<file path="src/hw/rtl/sslqg_divider.sv">
module sslqg_divider (
    input  logic        i_clk,
    input  logic        i_rst_n,
    input  logic        i_start,
    input  logic [48:0] i_dividend,
    input  logic [15:0] i_divisor,
    output logic        o_done,
    output logic [48:0] o_quotient,
    output logic [15:0] o_remainder
);

    logic [48:0] r_quo;
    logic [16:0] r_rem;
    logic [5:0]  r_cnt;
    logic        r_busy;
    logic        r_done;
    logic [16:0] n_trial;
    logic [16:0] n_shift;

    always_comb begin
        n_shift = {r_rem[15:0], r_quo[48]};
        n_trial = n_shift - {1'b0, i_divisor};
    end

    always_ff @(posedge i_clk) begin
        if (!i_rst_n) begin
            r_busy <= 1'b0;
            r_done <= 1'b0;
            r_cnt  <= '0;
        end else begin
            r_done <= 1'b0;
            if (i_start) begin
                r_busy <= 1'b1;
                r_quo  <= i_dividend;
                r_rem  <= '0;
                r_cnt  <= 6'd0;
            end else if (r_busy) begin
                if (!n_trial[16]) begin
                    r_rem <= n_trial;
                    r_quo <= {r_quo[47:0], 1'b1};
                end else begin
                    r_rem <= n_shift;
                    r_quo <= {r_quo[47:0], 1'b0};
                end
                r_cnt <= r_cnt + 6'd1;
                if (r_cnt == 6'd48) begin
                    r_busy <= 1'b0;
                    r_done <= 1'b1;
                end
            end
        end
    end

    assign o_done      = r_done;
    assign o_quotient  = r_quo;
    assign o_remainder = r_rem[15:0];

endmodule

</file>
<file path="config.mk">
export PLATFORM = sky130hd
export DESIGN_NAME = sslqg_divider
export DESIGN_NICKNAME = d
export VERILOG_FILES = /design/src/hw/rtl/sslqg_divider.sv
export SDC_FILE = /design/constraint.sdc
export NUM_CORES = 1
export LEC_CHECK = 0
export BUFFER_PORTS_ARGS = -buffer_cell sky130_fd_sc_hd__buf_2
export CAP_MARGIN = 0
export CORE_AREA = 8 8 80 135
export CTS_CLUSTER_DIAMETER = 80
export DETAILED_ROUTE_END_ITERATION = 16
export DIE_AREA = 0 0 88 143
export GPL_TIMING_DRIVEN = 0
export MAX_ROUTING_LAYER = met4
export PLACE_DENSITY = 0.78
export SLEW_MARGIN = 20
export SYNTH_ARGS = -nofsm -noshare
export SYNTH_HDL_FRONTEND = slang
export SYNTH_SLANG_ARGS = --single-unit
</file>
<file path="constraint.sdc">
create_clock -name i_clk -period 2.8 [get_ports i_clk]
set_input_delay 0.14 -clock i_clk [delete_from_list [all_inputs] [get_ports i_clk]]
set_output_delay 0.14 -clock i_clk [all_outputs]
set_load 0.02 [all_outputs]
</file>
## Yosys cells after proc, flatten, opt, wreduce, memory -nomap -nowiden

Cells that the tools add are included.
W data, S select, Z words.

- Bits in registers: 73
- Bits of input ports: 68
- Logic and storage cells: 23

- Add/sub/neg operators: 2
- Equality and inequality tests: 1
- Muxes and demuxes: 9
- Bitwise logic cells: 2
- Reductions and logical operators: 4

Operators by type and width:

| cell | number |
|---|---|
| $mux W49 | 2 |
| $mux W16 | 2 |
| $sub A17 B16 Y17 | 1 |
| $add A6 B1 Y6 const B | 1 |
| $eq A6 B6 Y1 const B | 1 |
| $mux W1 | 5 |
| $reduce_or A3 Y1 | 1 |
| $not A1 Y1 | 2 |
| $reduce_and A2 Y1 | 1 |
| $reduce_bool A2 Y1 | 1 |
| $reduce_or A2 Y1 | 1 |

## Depth between registers and ports, before layout

- Word-level depth: 4
- Mapped depth: 11
- Depth with buffers taken out: 10

## Worst setup path after synthesis

OpenSTA, ideal clock, no wires.

- Path type: in2reg
- From: in i_start
- To: reg r_quo[0] (netlist: o_quotient[0]), enable pin
- Setup time: 429 ps
- Data arrival time: 2208 ps
- Required time: 2371 ps
- Path slack: 163 ps
- Stages on the path: 3
- Buffers on the path: 2
- Path through: clkbuf_1 > clkbuf_1 > o21a_1

- Cells in the longest elaborated chain, start to end: 2

RTL lines:

| item | line | text |
|---|---|---|
| from (decl) | 4 | `input logic i_start,` |
| $reduce_bool A2 Y1 (no line) | -- |  |
| $reduce_and A2 Y1 (no line) | -- |  |
| to (signal assigned) | 34 | `r_quo <= i_dividend;` |
| to (signal assigned) | 40 | `r_quo <= {r_quo[47:0], 1'b1};` |
| to (signal assigned) | 43 | `r_quo <= {r_quo[47:0], 1'b0};` |
| to (decl) | 12 | `logic [48:0] r_quo;` |

Every way passes these cells.
A chain may end at the register's enable or synchronous reset.

## Worst setup path in the final report

- From: reg r_rem[12]
- To: reg r_rem[5] (data pin)

- Cells in the longest elaborated chain, start to end: 3

RTL lines:

| item | line | text |
|---|---|---|
| from (decl) | 13 | `logic [16:0] r_rem;` |
| from (signal assigned) | 39 | `r_rem <= n_trial;` |
| from (signal assigned) | 42 | `r_rem <= n_shift;` |
| $sub A17 B16 Y17 | 22 | `n_trial = n_shift - {1'b0, i_divisor};` |
| $mux W16 | 38 | `if (!n_trial[16]) begin` |
| $mux W16 | 37 | `end else if (r_busy) begin` |

Every way passes these cells. The select of a mux whose other input is x is not followed.

==> flow_summary.json <==
{
  "critPathMaxFanout": 6,
  "crit_family": "compound AO/OA/AOI/OAI gates",
  "cp_data_required_time_ns": 2.97,
  "synthCells": 335,
  "clkTransAtPathRegs_ns": 0.06,
  "synth_top_area_frac": 0.485,
  "wire_per_inst_um": 18.3,
  "synth_area_per_cell_um2": 12.0,
  "antenna_found_initial": 0,
  "floorplan.initialDensity": 0.451,
  "clockBufferDepth": 2,
  "powerDensity_nw_per_um2": 606,
  "routed_wl_mm": 11.1,
  "post-route-period-util": 0.972,
  "cap_violations": 0,
  "first_pass_iters": 4,
  "end_kind": "flop",
  "yosys_most_used_dff": "edfxtp_1",
  "wl_met3_um": 669,
  "yosysWarnings": 0,
  "route.detailed.drc": 0,
  "vias_per_cell": 5.38,
  "ys_ff_latch": 73,
  "worstPathArrival_ns": 2.89,
  "slew_viol_final": 0,
  "port_buffers": 132,
  "io_pins": 134,
  "synthArstFlopShare": 0,
  "skew_ns": 0.00617,
  "synth_cell_types": 48,
  "drt-initial-drc-count": 168,
  "wl_met1_mm": 4.10,
  "fillers": 780,
  "fmax_mhz": 367,
  "worst_hold_slack_ns": 0.116,
  "cts_tree": "done",
  "grt_pass1_vias": 3677,
  "grt_start_max_net_pins": 49,
  "antenna_cells": 0,
  "drive_gt1_frac": 0.468,
  "cts_made_buffers": 9,
  "synth_seq_area_share": 0.525,
  "routed-wl-met2_mm": 6.02,
  "relSlewSlack": 0.542,
  "setup_viol_count_final": 0,
  "critPathBufInv": 1,
  "nNetsFinal": 567,
  "multiInputGateArea_um2": 1870,
  "tightest_slew_ns": 0.687,
  "cp_cell_sequence": "ha_2, a21oi_4, o221ai_2, a21oi_2, nor2b_2, o31a_1, buf_4, or4_1, a21oi_1",
  "cts.sinks": 73,
  "area_delta_synth_final_pct": 31.3,
  "fin_crit_ns": 2.72,
  "yosysMostFrequentCell": "edfxtp_1",
  "syn_nets": 422,
  "synthTopCellsByArea": "edfxtp_1 (48%), mux2_2 (13%), ha_1 (5.6%)",
  "outcome": "complete, no violations",
  "hold_viol": 0,
  "gp_congestion": 0.911,
  "cpMaxStageDelayCell": "or4_1",
  "cts.htree.levels": 3,
  "dieWidth_um": 88,
  "total_power_mw": 3.20,
  "die_h_um": 143,
  "hold_path.class": "input pin to flop",
  "design_area_um2": 5280,
  "synth_common_cells": "edfxtp_1 (65), mux2_2 (48), a21oi_1 (28)",
  "rows": 46,
  "synth_enable_flop_cells": 65,
  "fin_util": 0.592,
  "cts-root-buf": "clkbuf_16",
  "synth_area_leader_cell": "edfxtp_1",
  "leakage_nw": 2.18,
  "grt_overflow": 0,
  "synth_area_um2": 4030,
  "die-area_um2": 12600,
  "seqCellArea_um2": 2110,
  "critical_path_class": "flop to flop",
  "dpl.cell_count": 588,
  "insertion_delay_ns": 0.32,
  "crit_path_start_kind": "flop",
  "ir_worst_vdd_uv": 388,
  "drtAntennaViolNets": 0,
  "grt_first_pass_wirelength_mm": 17.5,
  "highest_layer": "met4",
  "placed_area_um2": 4870,
  "core_um2": 8920,
  "finalNonFillerCells": 605,
  "grt_usage": 0.187,
  "dp_hpwl_mm": 8.53,
  "vias": 3253,
  "slowest_delay_ns": 0.51
}
## cells in the final DEF (no fill, tap or decap), types with 2 or more instances in the layout
| cell type | Yosys | layout |
|---|---|---|
| o2111ai_1 | 2 | 2 |
| buf_4 | 0 | 2 |
| inv_1 | 22 | 21 |
| buf_2 | 3 | 134 |
| nand3_1 | 7 | 7 |
| buf_6 | 1 | 3 |
| clkinv_2 | 0 | 4 |
| xnor2_1 | 8 | 8 |
| nand2_1 | 11 | 10 |
| clkbuf_1 | 11 | 10 |
| a21oi_1 | 28 | 26 |
| clkbuf_16 | 0 | 9 |
| nand2b_1 | 4 | 3 |
| o211ai_1 | 6 | 6 |
| edfxtp_1 | 65 | 65 |
| dfxtp_1 | 8 | 8 |
| a21oi_2 | 3 | 2 |
| a211oi_1 | 2 | 2 |
| nor3_1 | 3 | 3 |
| xor2_1 | 4 | 4 |
| a21o_1 | 5 | 5 |
| a211o_1 | 2 | 2 |
| ha_1 | 18 | 12 |
| o21ai_1 | 3 | 3 |
| o31ai_1 | 2 | 2 |
| a21oi_4 | 1 | 4 |
| nand4_1 | 8 | 8 |
| or3_1 | 3 | 3 |
| mux2_2 | 48 | 48 |
| and3_1 | 2 | 2 |
| o21ai_0 | 18 | 18 |
| o21a_1 | 4 | 3 |
| nor2_1 | 12 | 12 |
| ha_2 | 0 | 5 |
| o41ai_1 | 2 | 2 |
## path summary, 6_finish.rpt
check | endpoint | from | cells after the start | slack (ns)
setup / recovery | r_rem[5]$_SDFFCE_PP0P_ | r_rem[12]$_SDFFCE_PP0P_ | 9 | 0.08
hold / removal | o_quotient[37]$_DFFE_PP_ | i_dividend[37] | 2 | 0.12
setup reg to reg | r_rem[5]$_SDFFCE_PP0P_ | r_rem[12]$_SDFFCE_PP0P_ | 9 | 0.08
hold reg to reg | r_cnt[5]$_SDFFE_PP0P_ | r_cnt[5]$_SDFFE_PP0P_ | 2 | 0.52
## where the power goes
group | switching [mW] | internal [mW] | total, mW
registers | 0.0467 | 1.29 | 1.34
clock network | 0.421 | 0.685 | 1.11
logic | 0.438 | 0.324 | 0.763
total | 0.906 | 2.30 | 3.20
## cell families after synthesis
| logic type | Yosys count | share of synthesized area |
|---|---|---|
| mux | 49 | 0.137 |
| compound gates | 84 | 0.135 |
| simple gates | 61 | 0.0796 |
| flops | 73 | 0.525 |
| xor+xnor | 12 | 0.0261 |
| fa+ha+maj | 19 | 0.0609 |
| buf+inv | 37 | 0.0373 |
## metrics by stage
step,worst slack (ns),TNS [ns]
6_report,0.0781,0
3_3_place_gp,-0.896,-59.84
2_1_floorplan,0.163,0
3_5_place_dp,-0.171,-1.57
5_1_grt,-0.0132,-0.0132
4_1_cts,0.00444,0
## worst reg2reg max path, cell delays in order (launching register included)
cell and delay, ns:
edfxtp_1 0.44, ha_2 0.36, a21oi_4 0.21, o221ai_2 0.12
a21oi_2 0.19, nor2b_2 0.10, o31a_1 0.32, buf_4 0.17
or4_1 0.51, a21oi_1 0.15
## registers in the layout (all words and copies together) (netlist names)
register	flops
o_quotient	49
r_cnt	6
o_done	1
r_rem	16
r_busy	1
## layout make-up
class,count,area share
buffer,14,0.0147
clock buffer,10,0.0433
clock inverter,6,0.0111
inverter,22,0.0156
multi-input combinational,225,0.354
sequential,73,0.400
tap,120,0.0284
timing repair buffer,135,0.133
## per-layer routing
metal | up-vias | GRT usage
li1 | 1566 | -
met1 | 1537 | 0.186
met2 | 130 | 0.334
met3 | 20 | 0.0426
met4 | 0 | 0.0794
met5 | - | -
## what timing repair did
item | 4_1_cts | 5_1_grt
endpoints found under the setup margin | 17 | 17
buffers inserted | 1 | 1
hold endpoints to repair | 0 | 0
pin swaps | 1 | 5
resized for setup | 5 | 23
hold buffers | 0 | 0
No activity file was read; power rests on OpenSTA's default activity.
